**src/sv/text_console_writer_top_defines.svh**
```systemverilog
// Assertion helpers shared by the console writer RTL
`ifndef TEXT_CONSOLE_WRITER_TOP_DEFINES_SVH
`define TEXT_CONSOLE_WRITER_TOP_DEFINES_SVH

// consequent checked in the same cycle as the antecedent
`define TCW_ASSERT_NOW(lbl, ante, cons, msg) \
  lbl: assert property (@(posedge clk_i) disable iff (!rst_ni) (ante) |-> (cons)) \
    else $error(msg);

// consequent checked after the antecedent, not in the same cycle
`define TCW_ASSERT_TWO(lbl, ante, cons, msg) \
  lbl: assert property (@(posedge clk_i) disable iff (!rst_ni) (ante) |-> ##2 (cons)) \
    else $error(msg);

`endif

```
**src/sv/tcw_pkg.sv**
```systemverilog
`default_nettype none

package tcw_pkg;

  localparam int unsigned ADDR_W       = 14;
  localparam int unsigned CHAR_W       = 8;
  localparam int unsigned ATTR_W       = 8;
  localparam int unsigned CELLS_W      = 15;
  localparam int unsigned CFG_DATA_W   = 15;
  localparam int unsigned CFG_ADDR_W   = 2;
  localparam int unsigned END_W        = 15;
  localparam int unsigned SUM_W        = 16;
  localparam int unsigned OP_W         = 2;
  localparam int unsigned OUT_DATA_W   = 64;

  localparam int unsigned SCREEN_COLS  = 80;
  localparam int unsigned SCREEN_CELLS = 2000;
  localparam int unsigned TAB_CELLS    = 4;
  localparam int unsigned VMEM_CELLS   = 1 << ADDR_W;
  localparam int unsigned CNT_W        = $clog2(TAB_CELLS + 1);

  // row remainder by reciprocal multiply; exact while 2^ADDR_W <= 2^RECIP_SHIFT / SCREEN_COLS
  localparam int unsigned RECIP_SHIFT  = 22;
  localparam int unsigned ROW_RECIP    = ((1 << RECIP_SHIFT) + SCREEN_COLS - 1) / SCREEN_COLS;
  localparam int unsigned RECIP_W      = $clog2(ROW_RECIP + 1);
  localparam int unsigned PROD_W       = ADDR_W + RECIP_W;
  localparam int unsigned QUOT_W       = ADDR_W - $clog2(SCREEN_COLS) + 1;
  localparam int unsigned REM_W        = $clog2(SCREEN_COLS);

  localparam logic [CHAR_W-1:0] CH_BACKSPACE = 8'd8;
  localparam logic [CHAR_W-1:0] CH_TAB       = 8'd9;
  localparam logic [CHAR_W-1:0] CH_NEWLINE   = 8'd10;
  localparam logic [CHAR_W-1:0] CH_SPACE     = 8'd32;
  localparam logic [CHAR_W-1:0] CH_TAB_FILL  = 8'd0;

  typedef enum logic [OP_W-1:0] {
    OP_PRINT       = 2'd0,
    OP_SCROLL_UP   = 2'd1,
    OP_SCROLL_DOWN = 2'd2,
    OP_NOP         = 2'd3
  } opcode_e;

  typedef enum logic [CFG_ADDR_W-1:0] {
    CFG_REGION_BASE  = 2'd0,
    CFG_REGION_CELLS = 2'd1,
    CFG_DEFAULT_ATTR = 2'd2
  } cfg_idx_e;

  typedef struct packed {
    logic [ADDR_W-1:0]  base;
    logic [CELLS_W-1:0] cells;
    logic [ATTR_W-1:0]  attr;
  } cfg_t;

  typedef struct packed {
    logic              en;
    logic              we;
    logic [ADDR_W-1:0] addr;
    logic [CHAR_W-1:0] wdata;
  } mem_req_t;

  typedef struct packed {
    logic              start;
    logic [ADDR_W-1:0] dividend;
  } row_req_t;

  typedef struct packed {
    logic             done;
    logic [REM_W-1:0] rem;
  } row_rsp_t;

endpackage

`default_nettype wire

```
**src/sv/tcw_row_calc.sv**
```systemverilog
`default_nettype none

// Offset within a screen row: two stages, reciprocal multiply then back-multiply.
module tcw_row_calc (
  input  wire logic              clk_i,
  input  wire logic              rst_ni,
  input  wire tcw_pkg::row_req_t req_i,
  output tcw_pkg::row_rsp_t      rsp_o
);

  logic                         v1_q, v2_q;
  logic [tcw_pkg::ADDR_W-1:0]   d1_q;
  logic [tcw_pkg::PROD_W-1:0]   prod_q;
  logic [tcw_pkg::REM_W-1:0]    rem_q;
  logic [tcw_pkg::QUOT_W-1:0]   quot;
  logic [tcw_pkg::ADDR_W-1:0]   back;
  logic [tcw_pkg::ADDR_W-1:0]   diff;

  always_ff @(posedge clk_i or negedge rst_ni) begin
    if (!rst_ni) begin
      v1_q <= 1'b0;
      v2_q <= 1'b0;
    end else begin
      v1_q <= req_i.start;
      v2_q <= v1_q;
    end
  end

  always_ff @(posedge clk_i) begin
    if (req_i.start) begin
      d1_q   <= req_i.dividend;
      prod_q <= tcw_pkg::PROD_W'(req_i.dividend) * tcw_pkg::PROD_W'(tcw_pkg::ROW_RECIP);
    end
    if (v1_q) begin
      rem_q <= diff[tcw_pkg::REM_W-1:0];
    end
  end

  always_comb begin
    quot = prod_q[tcw_pkg::RECIP_SHIFT +: tcw_pkg::QUOT_W];
    back = tcw_pkg::ADDR_W'(tcw_pkg::ADDR_W'(quot) * tcw_pkg::ADDR_W'(tcw_pkg::SCREEN_COLS));
    diff = d1_q - back;
  end

  assign rsp_o.done = v2_q;
  assign rsp_o.rem  = rem_q;

endmodule

`default_nettype wire

```
**config.mk**
```make
export PLATFORM = sky130hd
export DESIGN_NAME = tcw_row_calc
export DESIGN_NICKNAME = d
export VERILOG_FILES = /design/src/sv/text_console_writer_top_defines.svh /design/src/sv/tcw_pkg.sv /design/src/sv/tcw_row_calc.sv
export SDC_FILE = /design/constraint.sdc
export NUM_CORES = 1
export LEC_CHECK = 0
export BUFFER_PORTS_ARGS = -buffer_cell sky130_fd_sc_hd__buf_2
export CORE_MARGIN = 10
export CORE_UTILIZATION = 45
export CTS_BUF_LIST = sky130_fd_sc_hd__clkbuf_8 sky130_fd_sc_hd__clkbuf_16
export DETAILED_ROUTE_END_ITERATION = 7
export SYNTH_ARGS = -nofsm -noshare
export SYNTH_HDL_FRONTEND = slang
export SYNTH_SLANG_ARGS = --single-unit
```
**constraint.sdc**
```tcl
create_clock -name clk_i -period 1.55 [get_ports clk_i]
set_input_delay 0 -clock clk_i [delete_from_list [all_inputs] [get_ports clk_i]]
set_output_delay 0 -clock clk_i [all_outputs]
set_load 0.01 [all_outputs]
```
Word level (Yosys, flattened, before mapping). Cells that the tools add are included.

Register bits: 46. Input port bits: 17. Word-level logic and storage cells: 8.

Add/sub/neg operators: 1. Multiply operators: 2.

Operators by type and width (number): 14-bit by 16-bit multiplier with 30-bit output, second input constant (1); 8-bit by 3-bit multiplier with 3-bit output, second input constant (1); 7-bit subtractor (1).

Longest topological paths before layout.
Depth in word-level cells: 2. Depth in mapped cells: 18. Gate-level depth less buffers: 18.

Least setup slack after synthesis. No wires, ideal clock.

Kind: input-to-reg. Start: in req_i[12] (netlist name). End: reg prod_q[24] (netlist name), data pin. Setup time: 0.260 ns. Arrival: 4.089 ns. Required time: 1.290 ns. Path slack: -2.799 ns. Cell stages on the path: 16. Buffers on the path: 0. Cells stage by stage: inv_1 > ha_1 > fa_1 > fa_1 > fa_1 > inv_1 > fa_1 > inv_1 > fa_1 > inv_1 > ha_1 > a21o_1 > nand2b_1 > o221ai_1 > a32oi_1 > xnor2_1.

Cells in the longest elaborated chain, start to end: 1.

RTL lines: from (decl) (line tcw_row_calc.sv:7) `input wire tcw_pkg::row_req_t req_i,`; 14-bit by 16-bit multiplier with 30-bit output (line tcw_row_calc.sv:32) `prod_q <= tcw_pkg::PROD_W'(req_i.dividend) * tcw_pkg::PROD_W'(tcw_pkg::ROW_RECIP);`; to (signal assigned) (line tcw_row_calc.sv:32); to (decl) (line tcw_row_calc.sv:13) `logic [tcw_pkg::PROD_W-1:0] prod_q;`.

No other way between the ends. A chain may end at the register's enable or synchronous reset.

Final worst setup path.
Start: in req_i[11] (netlist name). End: reg prod_q[23] (netlist name), data pin.

Same word-level chain as after synthesis.

==> metrics.txt <==
WL met1 3300 um; Met3 Wirelength 269 um; drt wl/cell 14.6 um; CORE AREA 0.00765 mm^2; largest family of logic cells by synthesized area adder cells; Seq cells post-synth 19; dpl hpwl 6730 um; WHS Endpoint v1_q$_DFF_PN0_; post-route worst setup slack -2.55 ns; Starting Density 0.457; Critical Path Fanout Max 3; RR Endpoint rem_q[6]$_DFFE_PP_; largest net degree at the start of global routing 13; Post-Route WL 7500 um; Clock Skews 0.00677 ns; Final ANT Viol Nets 0; later-pin clock latency in the skew report 0.27 ns; pwr/cell area 2060 mW/mm^2; DRC viols 0; startpoint types primary input; Leakage 2.33 nW; mux cell area share after synthesis 0; min-delay worst type in -> reg; Post-Synth XOR/XNOR Area 0.0275; RSZ-0062 raised after global routing true; Period minus WS final 4.10 ns; final setup fails 3; headroom to the max-slew limit 0.778; Via-to-Cell Ratio 4.68; grt ovf 0; Util after Layout 0.605; compound-gate portion of the synthesized area 0.0562; initial antenna violation count 0; Max-cap violations 0; CP Data Required Time 1.57 ns; Final Cycle Share 2.64; Critical Path End Type flip-flop; gpl congestion 0.817; chip height 108 um; Port Buf Inserts 24; VDD IR max 904 uV; Post-Synth Adder-Cell Area 0.604; Pre-antenna DRT Iters 4; most common cell after layout, fill and taps aside inv_1; H-tree depth 1; Worst-path clk slew 0.08 ns; std cell rows 32; measured slew at the worst slew-check pin 0.332 ns; R2R depth 4; Fmax 244 MHz; clock buffer depth 2; post-synth net total 481; CTS tree yes; die area 0.0117 mm^2; R2R Setup Slk 0.03 ns; number of diodes 0; Root Buffer clkbuf_8; status complete, but fails checks; Unique masters post-synth 33; Sink Count 19; wire length on met2 3870 um; final hold violation count 0; layout cells sized above 1 0.351; Post-Syn Instances 327; Pins Over Slew Limit 0; Setup TNS -7.63 ns; CTS Buf Count 3; Final nets 568; Hold Path Origin req_i[14]; WHS Path Cells 1; register area share after synthesis 0.160; synth warn 0; most frequent cells in the layout 94 x inv_1, 64 x ha_1, 58 x buf_4; vias in the first global route 2737; failing checks negative setup slack; Global Route Usage Sum 0.139; Iter 0 DRT Violations 38; hold_ws 0.0157 ns; I/O pin total 25; first-pass GRT wire length 13100 um; WP data arrival 4.12 ns; worst r2r src prod_q[22]$_DFFE_PP_; CP Class in -> reg; Die X 108 um; Top Layer Used met4; Via Count 2412; synthesized cell area 0.00350 mm^2; Area growth, synth to finish 32.3%; Avg Inst Size Synth 10.7 um^2; Post-Synth Simple-Gate Area 0.0343
[critical path: stages]
cell and delay [ns]:
buf_4 0.13, ha_4 0.26, inv_2 0.03, fa_1 0.51
fa_2 0.46, fa_1 0.50, inv_1 0.05, fa_1 0.50
inv_2 0.04, fa_1 0.49, inv_2 0.05, ha_4 0.24
and2_4 0.16, nor3b_4 0.15, buf_4 0.13, a31oi_1 0.13
o211ai_1 0.12, xor2_1 0.17
[worst max path at each step]
stage,start,cells past startpoint,end,slack [ns]
after global placement,req_i[6],18,prod_q[22]$_DFFE_PP_,-3.00
after global routing,req_i[9],17,prod_q[24]$_DFFE_PP_,-2.70
after floorplan,req_i[9],16,prod_q[24]$_DFFE_PP_,-2.56
after CTS,req_i[8],17,prod_q[24]$_DFFE_PP_,-2.54
final,req_i[11],18,prod_q[23]$_DFFE_PP_,-2.55
after detailed placement,req_i[6],18,prod_q[22]$_DFFE_PP_,-2.97
[timing repair]
item                                    4_1_cts  5_1_grt
pin swaps                                    36       29
hold endpoints to repair                      2        0
hold buffers                                  1        0
gates resized for setup                      45       15
endpoints found under the setup margin        3        4
setup buffers                                 4        3
gates cloned                                  0        0
[synth_stat cells (all sizes together)]
library cell  number  area, um^2
o22ai              1        6.26
inv              108         405
nor2               6        22.5
nand4              1        6.26
nand2              6        22.5
nand2b             1        6.26
fa                53        1060
o21ai              4        20.0
a21oi              7        35.0
a311oi             1        8.76
a211oi             3        27.5
nand3              7        35.0
o221ai             1        8.76
and2               1        6.26
a41oi              1        8.76
ha                84        1050
edfxtp            17         510
o211ai             1        7.51
a2111oi            1        27.5
xnor2              8        70.1
a32oi              1        8.76
dfrtp              2        50.1
a21o               1        7.51
a21boi             1        7.51
a31oi              1        6.26
buf                1        7.51
or2                1        6.26
o2111ai            1        8.76
nand3b             1        7.51
o21bai             1        7.51
xor2               3        26.3
nor3b              1        7.51
[metrics by stage]
step / setup WS (ns) / instance area (um^2) / std cells / total power [mW]
final: -2.55 / 4630 / 515 / 9.54
after floorplan: -2.56 / 3610 / 327 / 5.66
after global routing: -2.70 / 4630 / 515 / 10.7
after global placement: -3.00 / 4230 / 503 / 7.53
after detailed placement: -2.97 / 4230 / 503 / 7.65
after CTS: -2.54 / 4520 / 512 / 8.80
[flip-flops by register name, indices dropped and copies added (netlist names)]
name / cells
d1_q: 7
prod_q: 3
rem_q: 7
v1_q: 1
v2_q: 1
[cell families after synthesis]
| kind of cell | count (synthesis) |
|---|---|
| AO/OA/AOI/OAI | 26 |
| flip-flops | 19 |
| XOR/XNOR | 11 |
| adder cells (fa/ha/maj) | 137 |
| AND/OR/NAND/NOR | 25 |
| buffers and inverters | 109 |
[routing by layer]
metal  up-vias  global-route usage
li1       1201                   -
met1      1169               0.173
met2        34               0.256
met3         8              0.0178
met4         0              0.0172
met5         -                   0
[power by group]
group	internal, mW	switching, mW	total (mW)
combinational	4.13	4.22	8.36
sequential	0.764	0.0577	0.822
clock	0.182	0.181	0.363
total	5.08	4.46	9.54
[final cells by class]
| cell class | instances | area [um^2] |
|---|---|---|
| clock buffers | 3 | 41.3 |
| clock inverters | 1 | 7.51 |
| fillers | 651 | 3020 |
| inverters | 108 | 408 |
| multi-input cells | 199 | 2870 |
| flip-flops and latches | 19 | 561 |
| well taps | 102 | 128 |
| repair buffers | 83 | 611 |
No activity file was read; power rests on OpenSTA's default activity.
