File: src/sv/text_console_writer_top_defines.svh
// Assertion helpers shared by the console writer RTL
`ifndef TEXT_CONSOLE_WRITER_TOP_DEFINES_SVH
`define TEXT_CONSOLE_WRITER_TOP_DEFINES_SVH

// consequent checked in the same cycle as the antecedent
`define TCW_ASSERT_NOW(lbl, ante, cons, msg) \
  lbl: assert property (@(posedge clk_i) disable iff (!rst_ni) (ante) |-> (cons)) \
    else $error(msg);

// consequent checked after the antecedent, not in the same cycle
`define TCW_ASSERT_TWO(lbl, ante, cons, msg) \
  lbl: assert property (@(posedge clk_i) disable iff (!rst_ni) (ante) |-> ##2 (cons)) \
    else $error(msg);

`endif

File: src/sv/tcw_pkg.sv
`default_nettype none

package tcw_pkg;

  localparam int unsigned ADDR_W       = 14;
  localparam int unsigned CHAR_W       = 8;
  localparam int unsigned ATTR_W       = 8;
  localparam int unsigned CELLS_W      = 15;
  localparam int unsigned CFG_DATA_W   = 15;
  localparam int unsigned CFG_ADDR_W   = 2;
  localparam int unsigned END_W        = 15;
  localparam int unsigned SUM_W        = 16;
  localparam int unsigned OP_W         = 2;
  localparam int unsigned OUT_DATA_W   = 64;

  localparam int unsigned SCREEN_COLS  = 80;
  localparam int unsigned SCREEN_CELLS = 2000;
  localparam int unsigned TAB_CELLS    = 4;
  localparam int unsigned VMEM_CELLS   = 1 << ADDR_W;
  localparam int unsigned CNT_W        = $clog2(TAB_CELLS + 1);

  // row remainder by reciprocal multiply; exact while 2^ADDR_W <= 2^RECIP_SHIFT / SCREEN_COLS
  localparam int unsigned RECIP_SHIFT  = 22;
  localparam int unsigned ROW_RECIP    = ((1 << RECIP_SHIFT) + SCREEN_COLS - 1) / SCREEN_COLS;
  localparam int unsigned RECIP_W      = $clog2(ROW_RECIP + 1);
  localparam int unsigned PROD_W       = ADDR_W + RECIP_W;
  localparam int unsigned QUOT_W       = ADDR_W - $clog2(SCREEN_COLS) + 1;
  localparam int unsigned REM_W        = $clog2(SCREEN_COLS);

  localparam logic [CHAR_W-1:0] CH_BACKSPACE = 8'd8;
  localparam logic [CHAR_W-1:0] CH_TAB       = 8'd9;
  localparam logic [CHAR_W-1:0] CH_NEWLINE   = 8'd10;
  localparam logic [CHAR_W-1:0] CH_SPACE     = 8'd32;
  localparam logic [CHAR_W-1:0] CH_TAB_FILL  = 8'd0;

  typedef enum logic [OP_W-1:0] {
    OP_PRINT       = 2'd0,
    OP_SCROLL_UP   = 2'd1,
    OP_SCROLL_DOWN = 2'd2,
    OP_NOP         = 2'd3
  } opcode_e;

  typedef enum logic [CFG_ADDR_W-1:0] {
    CFG_REGION_BASE  = 2'd0,
    CFG_REGION_CELLS = 2'd1,
    CFG_DEFAULT_ATTR = 2'd2
  } cfg_idx_e;

  typedef struct packed {
    logic [ADDR_W-1:0]  base;
    logic [CELLS_W-1:0] cells;
    logic [ATTR_W-1:0]  attr;
  } cfg_t;

  typedef struct packed {
    logic              en;
    logic              we;
    logic [ADDR_W-1:0] addr;
    logic [CHAR_W-1:0] wdata;
  } mem_req_t;

  typedef struct packed {
    logic              start;
    logic [ADDR_W-1:0] dividend;
  } row_req_t;

  typedef struct packed {
    logic             done;
    logic [REM_W-1:0] rem;
  } row_rsp_t;

endpackage

`default_nettype wire

File: src/sv/tcw_ctrl.sv
`default_nettype none

module tcw_ctrl (
  input  wire logic                          clk_i,
  input  wire logic                          rst_ni,
  input  wire tcw_pkg::cfg_t                 cfg_i,
  input  wire logic                          s_axis_tvalid,
  output logic                               s_axis_tready,
  input  wire logic [tcw_pkg::CHAR_W-1:0]    s_axis_tdata,   // char_code
  input  wire logic [tcw_pkg::OP_W-1:0]      s_axis_tuser,   // opcode
  output logic                               m_axis_tvalid,
  input  wire logic                          m_axis_tready,
  // cell_address, cell_char, cell_attr, cursor_pos, view_start, zero pad
  output logic [tcw_pkg::OUT_DATA_W-1:0]     m_axis_tdata,
  output logic [0:0]                         m_axis_tuser,   // write_valid
  output logic                               m_axis_tlast,
  output tcw_pkg::mem_req_t                  mem_req_o,
  input  wire logic [tcw_pkg::CHAR_W-1:0]    mem_rdata_i,
  output tcw_pkg::row_req_t                  row_req_o,
  input  wire tcw_pkg::row_rsp_t             row_rsp_i
);

  localparam logic [2:0] ST_CLEAR   = 3'd0;
  localparam logic [2:0] ST_IDLE    = 3'd1;
  localparam logic [2:0] ST_EXEC    = 3'd2;
  localparam logic [2:0] ST_NL_WAIT = 3'd3;
  localparam logic [2:0] ST_BS_READ = 3'd4;
  localparam logic [2:0] ST_SCROLL  = 3'd5;
  localparam logic [2:0] ST_EMIT    = 3'd6;

  localparam int unsigned AW = tcw_pkg::ADDR_W;
  localparam int unsigned SW = tcw_pkg::SUM_W;
  localparam int unsigned CW = tcw_pkg::CNT_W;
  localparam int unsigned PAD_W = tcw_pkg::OUT_DATA_W - 3 * AW - tcw_pkg::CHAR_W
                                  - tcw_pkg::ATTR_W;

  logic [2:0]                 state_q, state_d;
  logic [AW-1:0]              clr_q, clr_d;
  tcw_pkg::opcode_e           op_q, op_d;
  logic [tcw_pkg::CHAR_W-1:0] ch_q, ch_d;
  logic [AW-1:0]              cursor_q, cursor_d;
  logic [AW-1:0]              view_q, view_d;
  logic [CW-1:0]              nwr_q, nwr_d;
  logic [CW-1:0]              wcnt_q, wcnt_d;
  logic [AW-1:0]              wa_q, wa_d;
  logic [tcw_pkg::CHAR_W-1:0] wch_q, wch_d;

  logic                       ovalid_q;
  logic                       olast_q, owv_q;
  logic [AW-1:0]              oaddr_q, ocur_q, oview_q;
  logic [tcw_pkg::CHAR_W-1:0] ochar_q;
  logic [tcw_pkg::ATTR_W-1:0] oattr_q;

  logic                       load_out;
  logic                       nlast, nwv;
  logic [AW-1:0]              naddr;
  logic [tcw_pkg::CHAR_W-1:0] nchar;
  logic [tcw_pkg::ATTR_W-1:0] nattr;

  logic [SW-1:0]              end_sum, end_ext, cur_ext, view_ext, base_ext;
  logic                       nl_ok, pr_ok, tab_ok, bs_ok, dn_ok, up_ok, up_full;
  logic                       scroll_need, out_free, emit_last;

  always_comb begin
    end_sum  = SW'(cfg_i.base) + SW'(cfg_i.cells);
    end_ext  = (end_sum > SW'(tcw_pkg::VMEM_CELLS)) ? SW'(tcw_pkg::VMEM_CELLS) : end_sum;
    cur_ext  = SW'(cursor_q);
    view_ext = SW'(view_q);
    base_ext = SW'(cfg_i.base);

    nl_ok       = (cur_ext + SW'(tcw_pkg::SCREEN_COLS)) < end_ext;
    pr_ok       = (cur_ext + SW'(1)) < end_ext;
    tab_ok      = (cur_ext + SW'(tcw_pkg::TAB_CELLS)) < end_ext;
    bs_ok       = cursor_q > cfg_i.base;
    dn_ok       = (view_ext + SW'(tcw_pkg::SCREEN_CELLS)) < end_ext;
    up_ok       = view_q > cfg_i.base;
    up_full     = view_ext >= (base_ext + SW'(tcw_pkg::SCREEN_COLS));
    scroll_need = cur_ext >= (view_ext + SW'(tcw_pkg::SCREEN_CELLS));
    out_free    = !ovalid_q || m_axis_tready;
    emit_last   = (wcnt_q == (nwr_q - CW'(1)));
  end

  always_comb begin
    state_d  = state_q;
    clr_d    = clr_q;
    op_d     = op_q;
    ch_d     = ch_q;
    cursor_d = cursor_q;
    view_d   = view_q;
    nwr_d    = nwr_q;
    wcnt_d   = wcnt_q;
    wa_d     = wa_q;
    wch_d    = wch_q;

    mem_req_o          = '0;
    row_req_o.start    = 1'b0;
    row_req_o.dividend = cursor_q - cfg_i.base;

    load_out = 1'b0;
    nwv      = 1'b0;
    nlast    = 1'b1;
    naddr    = '0;
    nchar    = '0;
    nattr    = '0;

    unique case (state_q)
      ST_CLEAR: begin
        mem_req_o.en    = 1'b1;
        mem_req_o.we    = 1'b1;
        mem_req_o.addr  = clr_q;
        mem_req_o.wdata = tcw_pkg::CH_SPACE;
        clr_d           = clr_q + AW'(1);
        if (&clr_q) begin
          state_d = ST_IDLE;
        end
      end
      ST_IDLE: begin
        if (s_axis_tvalid) begin
          op_d    = tcw_pkg::opcode_e'(s_axis_tuser);
          ch_d    = s_axis_tdata;
          nwr_d   = '0;
          wcnt_d  = '0;
          state_d = ST_EXEC;
        end
      end
      ST_EXEC: begin
        state_d = ST_EMIT;
        case (op_q)
          tcw_pkg::OP_SCROLL_UP: begin
            if (up_ok) begin
              view_d = up_full ? view_q - AW'(tcw_pkg::SCREEN_COLS) : cfg_i.base;
            end
          end
          tcw_pkg::OP_SCROLL_DOWN: begin
            if (dn_ok) begin
              view_d = view_q + AW'(tcw_pkg::SCREEN_COLS);
            end
          end
          tcw_pkg::OP_PRINT: begin
            state_d = ST_SCROLL;
            case (ch_q)
              tcw_pkg::CH_NEWLINE: begin
                if (nl_ok) begin
                  if (cursor_q < cfg_i.base) begin
                    cursor_d = cfg_i.base;
                  end else begin
                    row_req_o.start = 1'b1;
                    state_d         = ST_NL_WAIT;
                  end
                end
              end
              tcw_pkg::CH_BACKSPACE: begin
                if (bs_ok) begin
                  mem_req_o.en   = 1'b1;
                  mem_req_o.addr = cursor_q - AW'(1);
                  state_d        = ST_BS_READ;
                end
              end
              tcw_pkg::CH_TAB: begin
                if (tab_ok) begin
                  nwr_d    = CW'(tcw_pkg::TAB_CELLS);
                  wa_d     = cursor_q;
                  wch_d    = tcw_pkg::CH_TAB_FILL;
                  cursor_d = cursor_q + AW'(tcw_pkg::TAB_CELLS);
                end
              end
              default: begin
                if (pr_ok) begin
                  nwr_d    = CW'(1);
                  wa_d     = cursor_q;
                  wch_d    = ch_q;
                  cursor_d = cursor_q + AW'(1);
                end
              end
            endcase
          end
          default: ;
        endcase
      end
      ST_NL_WAIT: begin
        if (row_rsp_i.done) begin
          // start of next row: drop the offset within the row, add one row
          cursor_d = cursor_q - AW'(row_rsp_i.rem) + AW'(tcw_pkg::SCREEN_COLS);
          state_d  = ST_SCROLL;
        end
      end
      ST_BS_READ: begin
        state_d = ST_SCROLL;
        if (mem_rdata_i == tcw_pkg::CH_TAB_FILL) begin
          // step back over a tab fill, not below the region start
          cursor_d = (cur_ext < (base_ext + SW'(tcw_pkg::TAB_CELLS))) ?
                     cfg_i.base : cursor_q - AW'(tcw_pkg::TAB_CELLS);
        end else begin
          cursor_d = cursor_q - AW'(1);
          nwr_d    = CW'(1);
          wa_d     = cursor_q - AW'(1);
          wch_d    = tcw_pkg::CH_SPACE;
        end
      end
      ST_SCROLL: begin
        if (scroll_need && dn_ok) begin
          view_d = view_q + AW'(tcw_pkg::SCREEN_COLS);
        end else begin
          state_d = ST_EMIT;
        end
      end
      ST_EMIT: begin
        if (out_free) begin
          load_out = 1'b1;
          if (nwr_q == '0) begin
            state_d = ST_IDLE;
          end else begin
            mem_req_o.en    = 1'b1;
            mem_req_o.we    = 1'b1;
            mem_req_o.addr  = wa_q + AW'(wcnt_q);
            mem_req_o.wdata = wch_q;
            nwv             = 1'b1;
            nlast           = emit_last;
            naddr           = wa_q + AW'(wcnt_q);
            nchar           = wch_q;
            nattr           = cfg_i.attr;
            wcnt_d          = wcnt_q + CW'(1);
            if (emit_last) begin
              state_d = ST_IDLE;
            end
          end
        end
      end
      default: begin
        state_d = ST_IDLE;
      end
    endcase
  end

  always_ff @(posedge clk_i or negedge rst_ni) begin
    if (!rst_ni) begin
      state_q  <= ST_CLEAR;
      clr_q    <= '0;
      cursor_q <= '0;
      view_q   <= '0;
      ovalid_q <= 1'b0;
    end else begin
      state_q  <= state_d;
      clr_q    <= clr_d;
      cursor_q <= cursor_d;
      view_q   <= view_d;
      if (load_out) begin
        ovalid_q <= 1'b1;
      end else if (m_axis_tready) begin
        ovalid_q <= 1'b0;
      end
    end
  end

  always_ff @(posedge clk_i) begin
    op_q   <= op_d;
    ch_q   <= ch_d;
    nwr_q  <= nwr_d;
    wcnt_q <= wcnt_d;
    wa_q   <= wa_d;
    wch_q  <= wch_d;
    if (load_out) begin
      owv_q   <= nwv;
      olast_q <= nlast;
      oaddr_q <= naddr;
      ochar_q <= nchar;
      oattr_q <= nattr;
      ocur_q  <= cursor_q;
      oview_q <= view_q;
    end
  end

  assign s_axis_tready   = (state_q == ST_IDLE);
  assign m_axis_tvalid   = ovalid_q;
  assign m_axis_tuser[0] = owv_q;
  assign m_axis_tlast    = olast_q;
  assign m_axis_tdata    = {PAD_W'(0), oview_q, ocur_q, oattr_q, ochar_q, oaddr_q};

endmodule

`default_nettype wire

File: config.mk
export PLATFORM = sky130hd
export DESIGN_NAME = tcw_ctrl
export DESIGN_NICKNAME = d
export VERILOG_FILES = /design/src/sv/text_console_writer_top_defines.svh /design/src/sv/tcw_pkg.sv /design/src/sv/tcw_ctrl.sv
export SDC_FILE = /design/constraint.sdc
export NUM_CORES = 1
export LEC_CHECK = 0
export ABC_AREA = 1
export BUFFER_PORTS_ARGS = -buffer_cell sky130_fd_sc_hd__buf_2
export CORE_MARGIN = 3
export CORE_UTILIZATION = 38
export DETAILED_ROUTE_END_ITERATION = 10
export GPL_ROUTABILITY_DRIVEN = 0
export GPL_TIMING_DRIVEN = 0
export PLACE_DENSITY = 0.63
export SLEW_MARGIN = 5
export SYNTH_ARGS = -nofsm -noshare
export SYNTH_HDL_FRONTEND = slang
export SYNTH_SLANG_ARGS = --single-unit
File: constraint.sdc
create_clock -name clk_i -period 6.44 [get_ports clk_i]
set_clock_uncertainty 0.1 [all_clocks]
set_input_delay 0 -clock clk_i [delete_from_list [all_inputs] [get_ports clk_i]]
set_output_delay 0 -clock clk_i [all_outputs]
set_load 0.02 [all_outputs]
After elaboration in Yosys (flattened, before gate mapping)
Index checks and enable logic that the tools add are counted.
{ "totals": {"regBits": 144, "input_bits": 67, "output_inout_bits": 107, "wordCells": 181} }
{ "classes": {"n_addsub": 20, "magnitude_cmp": 11, "n_eq_ne": 32, "n_mux": 74, "n_bitwise": 2, "reduce_logical": 24} }
{ "ops": {"columns": ["operator", "count"], "rows": [
  ["two-way mux 14 bit", 19],
  ["one-hot mux 14 bit (3 select lines)", 3],
  ["one-hot mux 14 bit (2 select lines)", 4],
  ["two-way mux 3 bit", 17],
  ["less-than comparator 15 x 16 -> 1 bit", 3],
  ["two-way mux 24 bit", 2],
  ["one-hot mux 8 bit (2 select lines)", 3],
  ["two-way mux 8 bit", 4],
  ["adder 14 x 3 -> 15 bit (second input constant)", 2],
  ["adder 14 x 7 -> 15 bit (second input constant)", 2],
  [">= comparator 14 x 15 -> 1 bit", 2],
  ["adder 14 x 1 -> 14 bit (second input constant)", 2],
  ["adder 14 x 7 -> 14 bit (second input constant)", 2],
  ["greater-than comparator 14 bit", 2],
  ["equality test 8 x 4 -> 1 bit (second input constant)", 3],
  ["one-hot mux 3 bit (7 select lines)", 1],
  ["inequality test 2 bit (second input constant)", 10],
  ["inequality test 3 bit (second input constant)", 6],
  ["one-hot mux 3 bit (2 select lines)", 3],
  ["adder 14 x 15 -> 16 bit", 1],
  ["greater-than comparator 16 x 15 -> 1 bit (second input constant)", 1],
  ["less-than comparator 16 bit", 1],
  ["two-way mux 16 bit", 1],
  ["adder 14 x 1 -> 15 bit (second input constant)", 1],
  ["other kinds (44)", 68]
]} }

Logic depth before layout (Yosys ltp)
Gate-level depths: netlist of the first run.
{ "depth": {"depth_word": 8, "mapped_depth": 31, "depth_no_buf": 29} }

Worst setup path after synthesis of the first run
Ideal clock, no wire load.
{ "synth_path": {"kind": "input to register", "from": "in cfg_i[8] (netlist bit)", "to": "reg wa_q[0], enable pin", "setup_time_ns": 0.429, "t_arrival_ns": 4.698, "setup_slack_ns": 1.214, "cell_stages": 24, "n_path_buf": 1, "path_cell_list": "ha_1 > fa_1 > nand3_1 > nand3_1 > nand2_1 > nand3b_1 > nand2_1 > nand3_1 > nor2_1 > nand3_1 > nand2_2 > clkbuf_1 > inv_1 > or2_2 > ha_1 > a21oi_1 > nor2_1 > a211oi_1 > nand2_1 > nand2_1 > nand2_1 > nand2_1 > o21ai_0 > nor3_1"} }
{ "synth_between": {"elab_chain_cells": 6} }
{ "synth_rtl": {"columns": ["item", "line", "source"], "rows": [
  ["start, declared", "tcw_ctrl.sv:6", "input wire tcw_pkg::cfg_t cfg_i,"],
  ["adder 14 x 15 -> 16 bit *", "tcw_ctrl.sv:65", "end_sum = SW'(cfg_i.base) + SW'(cfg_i.cells);"],
  ["greater-than comparator 16 x 15 -> 1 bit", "tcw_ctrl.sv:66", "end_ext = (end_sum > SW'(tcw_pkg::VMEM_CELLS)) ? SW'(tcw_pkg::VMEM_CELLS) : end_sum;"],
  ["two-way mux 16 bit *", "tcw_ctrl.sv:66", null],
  ["less-than comparator 15 x 16 -> 1 bit (on tied branches)", "tcw_ctrl.sv:72, tcw_ctrl.sv:73", null],
  ["inequality test 3 x 2 -> 1 bit (no source line) or inequality test 3 bit (tied branches)", null, null],
  ["AND reduction 6 bit (no source line) *", null, null],
  ["end signal, assigned", "tcw_ctrl.sv:260", "wa_q <= wa_d;"],
  ["end, declared", "tcw_ctrl.sv:45", "logic [AW-1:0] wa_q, wa_d;"]
]} }
Mark *: on every way between the ends. The rest lies on a longest branch, timed or not.
A chain may end at the register's enable or synchronous reset.

Worst setup path in the final report of the first run
{ "layout_path": {"from": "in cfg_i[23] (netlist bit)", "to": "reg wa_q[11], enable pin"} }
Same word-level chain as after synthesis.

==> results by group, run 1 <==
Run status
  – Outcome: complete, no violations

Yosys
  – Cells after Synth: 1804
  – Post-synth cell types: 57
  – Mapped Area: 13600 µm²
  – Post-synth EDFFs: 97
  – Post-synthesis sequential area ratio: 0.299
  – Area leader, netlist: edfxtp_1
  – Synth top area share: 0.215
  – Post-synthesis async set-or-reset flop share: 0.322
  – Top post-synthesis cells by area: edfxtp_1 (21%), ha_1 (17%), nand2_1 (9.6%)
  – Synth warn: 0
  – Syn avg cell area: 7.52 µm²
  – Seq cells post-synth: 143
  – Primary FF master, synth: edfxtp_1

Critical path
  – WP buf/inv: 5
  – CP required: 6.48 ns
  – Worst path most repeated cell: nand2_1
  – Setup CP Type: in -> reg
  – Worst reg-to-reg path cell count: 19
  – Family with the most delay on the worst path: simple AND/OR/NAND/NOR gates
  – Crit-path max cell delay: 0.69 ns
  – CP max stage cell: nor3_2
  – CP max FO: 13
  – Capturing point of the worst reg2reg path: wa_q[11]
  – CP startpoint kind: input pin
  – CP endpoint kind: register
  – Flop-to-flop setup slack: 1.30 ns
  – R2R Path Start: cursor_q[2]
  – Worst endpoint data arrival time: 5.50 ns

Routing
  – Via count: 13200
  – Antenna-violating nets left: 0
  – DRC viols: 0
  – Final wirelength: 44500 µm
  – Via density per instance: 5.29
  – Drt first pass iters: 5
  – Drt wl/cell: 17.9 µm
  – Initial DRC count: 979

Final layout
  – Area Growth Syn to Fin: 17.1%
  – Fin nets: 2277
  – # diodes: 0
  – Post-layout util: 0.456
  – Share of cells above drive strength 1: 0.120
  – Final non-filler cell area: 15900 µm²
  – # fillers: 3502

Power and ir drop
  – Final Power: 7.10 mW
  – Leak: 7.86 nW
  – PD cells: 447 nW/µm²
  – Max VDD drop: 0.000219 V

Floorplanning
  – Initial Util: 0.389
  – Die Width: 195 µm
  – Full die area: 38000 µm²
  – Die H: 195 µm
  – FP Rows: 68
  – Core footprint: 34900 µm²
  – IO Pins: 174

Timing
  – Worst-Margin Slew: 1.19 ns
  – Fin Hold WS: 0.0326 ns
  – Tcrit/Tclk final: 0.848
  – Final setup fails: 0
  – Setup ws final: 0.980 ns
  – Worst slew margin: 0.203
  – Final Hold Vio Count: 0
  – RSZ-0062 raised after global routing: false
  – Max Freq: 0.183 GHz
  – Fin crit period: 5.46 ns
  – Slew Limit Fails: 0

Clock tree
  – Root Buffer: clkbuf_16
  – Clk slew on worst S/H paths: 0.06 ns
  – CTS H-tree depth: 4
  – Worst skew pair latency: 0.45 ns
  – CTS resizes: 0
  – TritonCTS clock tree: done
  – CTS Buf Count: 17
  – Clk buf depth: 2
  – CTS Sinks: 143

Place
  – Hpwl dp: 35200 µm
  – Dpl ws: 1.10 ns
  – Placed cell areas: 15100 µm²
  – I/O Buffers: 167

Global route
  – Grt ovf: 0
  – Initial antenna violation count: 0
  – First-pass GRT wire length: 68400 µm
  – Largest net degree at the start of global routing: 47
  – Total GRT Usage: 0.228
  – Number of global-route vias before repair: 12800

Hold path
  – Hold Path Cell Cnt: 3
  – Worst hold endpoint: view_q[11]
  – Hold_sp: cfg_i[34]
  – Worst hold path class: in -> reg

Flow run
  – Max cap viols: 0
==> per-stage QoR <==
stage	setup TNS [ns]	std cells
2_1_floorplan	0	1809
3_3_place_gp	-3.93	2431
3_5_place_dp	0	2434
4_1_cts	0	2492
5_1_grt	0	2492
6_report	0	2492
==> cells by family after synthesis <==
kind of cell,count (synthesis),synth area share
xor+xnor,113,0.0729
buf+inv,324,0.0929
other cells,1,0.000276
fa+ha+maj,186,0.174
simple gates,721,0.224
compound gates,316,0.137
flops,143,0.299
==> cells in the final DEF, fill, tap and decap left out, types with 26 or more instances in the layout <==
master / instances
ha_1: 182
nor2_1: 196
buf_2: 169
edfxtp_1: 97
nand3_1: 82
dlygate4sd3_1: 26
dfrtp_1: 46
nand2_1: 346
xor2_1: 97
o21ai_0: 93
a21oi_1: 102
inv_1: 267
clkbuf_1: 31
nor3_1: 27
==> synthesized netlist by cell type (all sizes together), types with 18 or more instances <==
cell,instances
a21oi,103
clkbuf,30
dfrtp,46
edfxtp,97
ha,182
inv,274
nand2,349
nand3,83
nand4,22
nor2,199
nor3,28
nor4,18
o21ai,115
o21bai,18
xor2,97
==> worst min-delay path, delay by kind of cell <==
kind,cells,cell delay [ns]
buffers and inverters,1,0.21
AO/OA/AOI/OAI,2,0.31
==> final cells by class <==
type	count	area, µm²	share of cell area
flip-flops and latches	143	4060	0.256
multi-input cells	1342	8280	0.521
plain buffers	44	210	0.0132
clock inverters	13	124	0.00779
repair buffers	196	1150	0.0721
well taps	455	569	0.0358
inverters	280	1050	0.0661
clock buffers	19	454	0.0286
==> worst max path at each step <==
stage,from,to,depth (start not counted)
final,cfg_i[23],wa_q[11],27
after CTS,cfg_i[23],wa_q[11],26
after floorplan,cfg_i[8],wa_q[0],24
after global routing,cfg_i[23],wa_q[4],27
after detailed placement,cfg_i[23],wa_q[0],25
after global placement,cfg_i[23],wa_q[0],24
==> metal layers <==
layer	GRT usage	up-vias	part of all wire
li1	-	6474	-
met1	0.284	6070	0.42
met2	0.390	530	0.47
met3	0.0399	103	0.073
met4	0.0993	0	0.042
met5	0	-	0
==> registers in the layout, indices dropped and copies added (netlist names) <==
register,cells
view_q,14
ch_q,8
m_axis_tvalid,1
op_q,2
oview_q,14
ocur_q,14
wcnt_q,3
oaddr_q,14
wch_q,8
oattr_q,8
state_q,3
m_axis_tuser,1
nwr_q,2
cursor_q,14
m_axis_tlast,1
ochar_q,8
clr_q,14
wa_q,14
==> power breakdown <==
group          leakage (nW)  total (mW)  switching (mW)  internal, mW
clock                 0.289        1.02           0.454         0.563
sequential             1.50        1.64           0.320          1.32
combinational          6.07        4.44            2.91          1.54
total                  7.86        7.10            3.68          3.43
==> repair_timing <==
action	in CTS	in global routing
endpoints found under the hold margin	72	0
hold buffers	26	0
buffers inserted	0	0
Note: power is estimated with default switching activity, not from simulation.
==> run 2: changes to the inputs <==
--- a/config.mk
+++ b/config.mk
@@ -5,7 +5,7 @@
 export SDC_FILE = /design/constraint.sdc
 export NUM_CORES = 1
 export LEC_CHECK = 0
-export ABC_AREA = 1
+export ABC_AREA = 0
 export BUFFER_PORTS_ARGS = -buffer_cell sky130_fd_sc_hd__buf_2
 export CORE_MARGIN = 3
 export CORE_UTILIZATION = 38
==> constraint.sdc (replaced) <==
create_clock -name clk_i -period 5.3 [get_ports clk_i]
set_clock_uncertainty 0.1 [all_clocks]
set_input_delay 0 -clock clk_i [delete_from_list [all_inputs] [get_ports clk_i]]
set_output_delay 0 -clock clk_i [all_outputs]
set_load 0.02 [all_outputs]
==> run 2 against run 1 <==
Net effect:
- global-route usage increased by 2.1 points
- area after synthesis rose by 0.20%
- sequential cell count unchanged
- combinational power up 27%
- sequential share of layout area shrank 0.42 points
- synthesized cell count decreased by 15%
- sequential power increased by 26%
- critical path depth is 3 lower
- critical endpoint is now cursor_q[0]
- setup slack worse by 0.81 ns
==> results by group, run 2 <==
Clock tree
  – Root Buffer: clkbuf_16 (unchanged)
  – CTS Sinks: 143 (unchanged)
  – Clk buf depth: 2 (unchanged)
  – Clk slew on worst S/H paths: 0.07 ns (was 0.06 ns)
  – CTS Buf Count: 17 (unchanged)
  – Worst skew pair latency: 0.44 ns (was 0.45 ns)
  – TritonCTS clock tree: done (unchanged)
  – CTS H-tree depth: 4 (unchanged)

Yosys
  – Synth top area share: 0.214 (was 0.215)
  – Post-synthesis async set-or-reset flop share: 0.322 (unchanged)
  – Area leader, netlist: edfxtp_1 (unchanged)
  – Syn avg cell area: 8.82 µm² (was 7.52 µm²)
  – Most common cell in the netlist: ha_1 (was nand2_1)
  – Post-synth cell types: 82 (was 57)
  – Mapped Area: 13600 µm² (about the same)
  – Synth cell count leaders: ha_1 (182), nand2_1 (116), nor2_1 (114) (was nand2_1 (346), inv_1 (267), nor2_1 (197))
  – Cells after Synth: 1541 (was 1804)
  – Post-synth EDFFs: 97 (unchanged)
  – Synth warn: 0 (unchanged)
  – Primary FF master, synth: edfxtp_1 (unchanged)
  – Seq cells post-synth: 143 (unchanged)
  – Post-synthesis sequential area ratio: 0.299 (about the same)
  – Top post-synthesis cells by area: edfxtp_1 (21%), ha_1 (17%), dfrtp_1 (8.5%) (was edfxtp_1 (21%), ha_1 (17%), nand2_1 (9.6%))

Timing
  – Worst slew margin: 0.325 (was 0.203)
  – Max Freq: 0.195 GHz
  – Fin Hold WS: 0.0474 ns (was 0.0326 ns)
  – Final setup fails: 0 (unchanged)
  – RSZ-0062 raised after global routing: false (unchanged)
  – Setup ws final: 0.173 ns (was 0.980 ns)
  – Fin crit period: 5.13 ns
  – Slew Limit Fails: 0 (unchanged)
  – Tcrit/Tclk final: 0.967
  – Final Hold Vio Count: 0 (unchanged)
  – Worst-Margin Slew: 1.01 ns (was 1.19 ns)

Final layout
  – # fillers: 3435 (was 3502)
  – Sequential cell area: 4070 µm² (was 4060 µm²)
  – Area Growth Syn to Fin: 18.9% (was 17.1%)
  – Post-layout util: 0.463 (was 0.456)
  – Multi-input logic area: 9100 µm² (was 8280 µm²)
  – Fin nets: 2022 (was 2277)
  – Commonest non-fill, non-tap cell in the layout: ha_1 (was nand2_1)
  – # diodes: 0 (unchanged)
  – Final non-filler cell area: 16200 µm² (was 15900 µm²)
  – Most frequent cells in the layout: ha_1 (180), buf_2 (166), nor2_1 (112), nand2_1 (111), xnor2_1 (107) (was nand2_1 (346), inv_1 (267), nor2_1 (196), ha_1 (182), buf_2 (169))
  – Share of cells above drive strength 1: 0.154 (was 0.120)

Power and ir drop
  – Final Power: 8.91 mW (was 7.10 mW)
  – Switch share: 0.500 (was 0.518)
  – Combinational cell fraction of total power: 0.635 (was 0.625)
  – PD cells: 551 nW/µm² (was 447 nW/µm²)
  – Max VDD drop: 0.000398 V (was 0.000219 V)
  – Seq pwr share: 0.232 (was 0.231)
  – Leak: 6.82 nW (was 7.86 nW)
  – Clock share of power: 0.133 (was 0.143)
  – Internal power: 4.45 mW (was 3.43 mW)
  – Switch Pwr: 4.46 mW (was 3.68 mW)

Place
  – Dpl ws: -0.860 ns (was 1.10 ns)
  – Placed cell areas: 15100 µm² (about the same)
  – I/O Buffers: 167 (unchanged)
  – Hpwl dp: 36900 µm (was 35200 µm)

Critical path
  – CP required: 5.48 ns (was 6.48 ns)
  – CP max FO: 7 (was 13)
  – CP endpoint kind: register (unchanged)
  – CP startpoint kind: input pin (unchanged)
  – Setup CP Type: in -> reg (unchanged)
  – Worst endpoint data arrival time: 5.31 ns (was 5.50 ns)

Run status
  – Outcome: complete, no violations (unchanged)

Floorplanning
  – Die Width: 195 µm (about the same)
  – Core footprint: 34900 µm² (unchanged)
  – FP Rows: 68 (unchanged)
  – Initial Util: 0.390 (was 0.389)
  – Full die area: 38100 µm² (was 38000 µm²)
  – IO Pins: 174 (unchanged)
  – Die H: 195 µm (about the same)

Routing
  – Via density per instance: 5.85 (was 5.29)
  – Drt wl/cell: 21.8 µm (was 17.9 µm)
  – Antenna-violating nets left: 0 (unchanged)
  – Via count: 13100 (was 13200)
  – Final wirelength: 48900 µm (was 44500 µm)
  – Drt first pass iters: 6 (was 5)
  – DRC viols: 0 (unchanged)
  – Initial DRC count: 1307 (was 979)

Global route
  – Grt ovf: 0 (unchanged)
  – Total GRT Usage: 0.250 (was 0.228)
  – Number of global-route vias before repair: 12700 (was 12800)
  – Initial antenna violation count: 0 (unchanged)
  – First-pass GRT wire length: 74100 µm (was 68400 µm)
  – Largest net degree at the start of global routing: 47 (unchanged)

Flow run
  – Max cap viols: 0 (unchanged)

Hold path
  – Worst hold path class: in -> reg (unchanged)
## run 2: cell count changes after synthesis, sizes merged, moves of 26 or more
cell	change
and2	+29
nand3	-29
inv	-191
clkbuf	+28
xnor2	+91
nor2	-85
xor2	-64
nand2	-233
o21ai	-32
a21o	+26
## run 2: power by group through the flow
stage / clock network, mW / registers [mW] / logic, mW
6_report: 1.19 / 2.06 / 5.66
5_1_grt: 1.26 / 2.10 / 6.24
4_1_cts: 1.21 / 2.06 / 5.49
3_5_place_dp: 0 / 2.07 / 5.39
3_3_place_gp: 0 / 2.09 / 5.22
2_1_floorplan: 0 / 1.92 / 3.87
## run 2: per-stage QoR
step	TNS (ns)	std cells
floorplan	0	1546
global route	0	2237
detailed placement	-38.34	2171
finish	0	2237
CTS	0	2231
global placement	-75.16	2168
## run 2: final cells by class
class                   instances  share of cell area
clock buffers                  22              0.0300
inverters                      87              0.0202
clock inverters                10             0.00441
flip-flops and latches        143               0.251
repair buffers                205              0.0772
plain buffers                  69              0.0185
well taps                     455              0.0352
multi-input cells            1246               0.563
## run 2: critical path, cell delays in order
cell	delay (ns)
buf_8	0.12
ha_4	0.16
fa_2	0.39
a21o_1	0.20
a311oi_4	0.35
buf_4	0.17
buf_4	0.10
o211ai_1	0.09
xor2_1	0.18
a2bb2oi_2	0.16
o41a_1	0.48
nor2_4	0.13
buf_12	0.14
nand2_4	0.10
ha_4	0.28
a21o_1	0.17
a21o_1	0.17
a21o_1	0.15
a21oi_1	0.12
o211ai_1	0.17
o311a_1	0.38
or4b_4	0.58
a221o_1	0.35
mux2i_1	0.14
## run 2: logic make-up after synthesis
group                      after synthesis  share of synthesized area
xor gates and xnor gates               140                     0.0902
and+or+nand+nor                        498                      0.183
adders and majority gates              186                      0.173
AOI/OAI and AO/OA                      398                      0.195
DFF                                    143                      0.299
other                                    1                   0.000276
buffers and inverters                  157                     0.0458
muxes                                   18                     0.0136
## run 2: repair_timing
item / 4_1_cts / 5_1_grt
setup endpoints to repair: 49 / 36
pin swaps: 7 / 16
resized for setup: 19 / 27
buffers inserted: 5 / 6
hold endpoints to repair: 73 / 1
hold buffers: 23 / 1
## run 2: worst paths after layout
check | slack (ns) | endpoint | from | cells past startpoint
min | 0.05 | view_q[3] | cfg_i[26] | 3
max | 0.17 | cursor_q[0] | cfg_i[23] | 24
max reg2reg | 0.21 | cursor_q[0] | cursor_q[2] | 16
max in group asynchronous | 4.51 | cursor_q[3] | rst_ni | 2
min reg2reg | 0.40 | clr_q[11] | clr_q[11] | 1
min in group asynchronous | 0.07 | cursor_q[8] | rst_ni | 2
## run 2: per-layer routing
layer / vias to the layer above / share of wire / global-route usage
li1: 6123 / - / -
met1: 6142 / 0.41 / 0.332
met2: 691 / 0.45 / 0.398
met3: 131 / 0.10 / 0.0573
met4: 0 / 0.038 / 0.0908
met5: - / 0 / 0
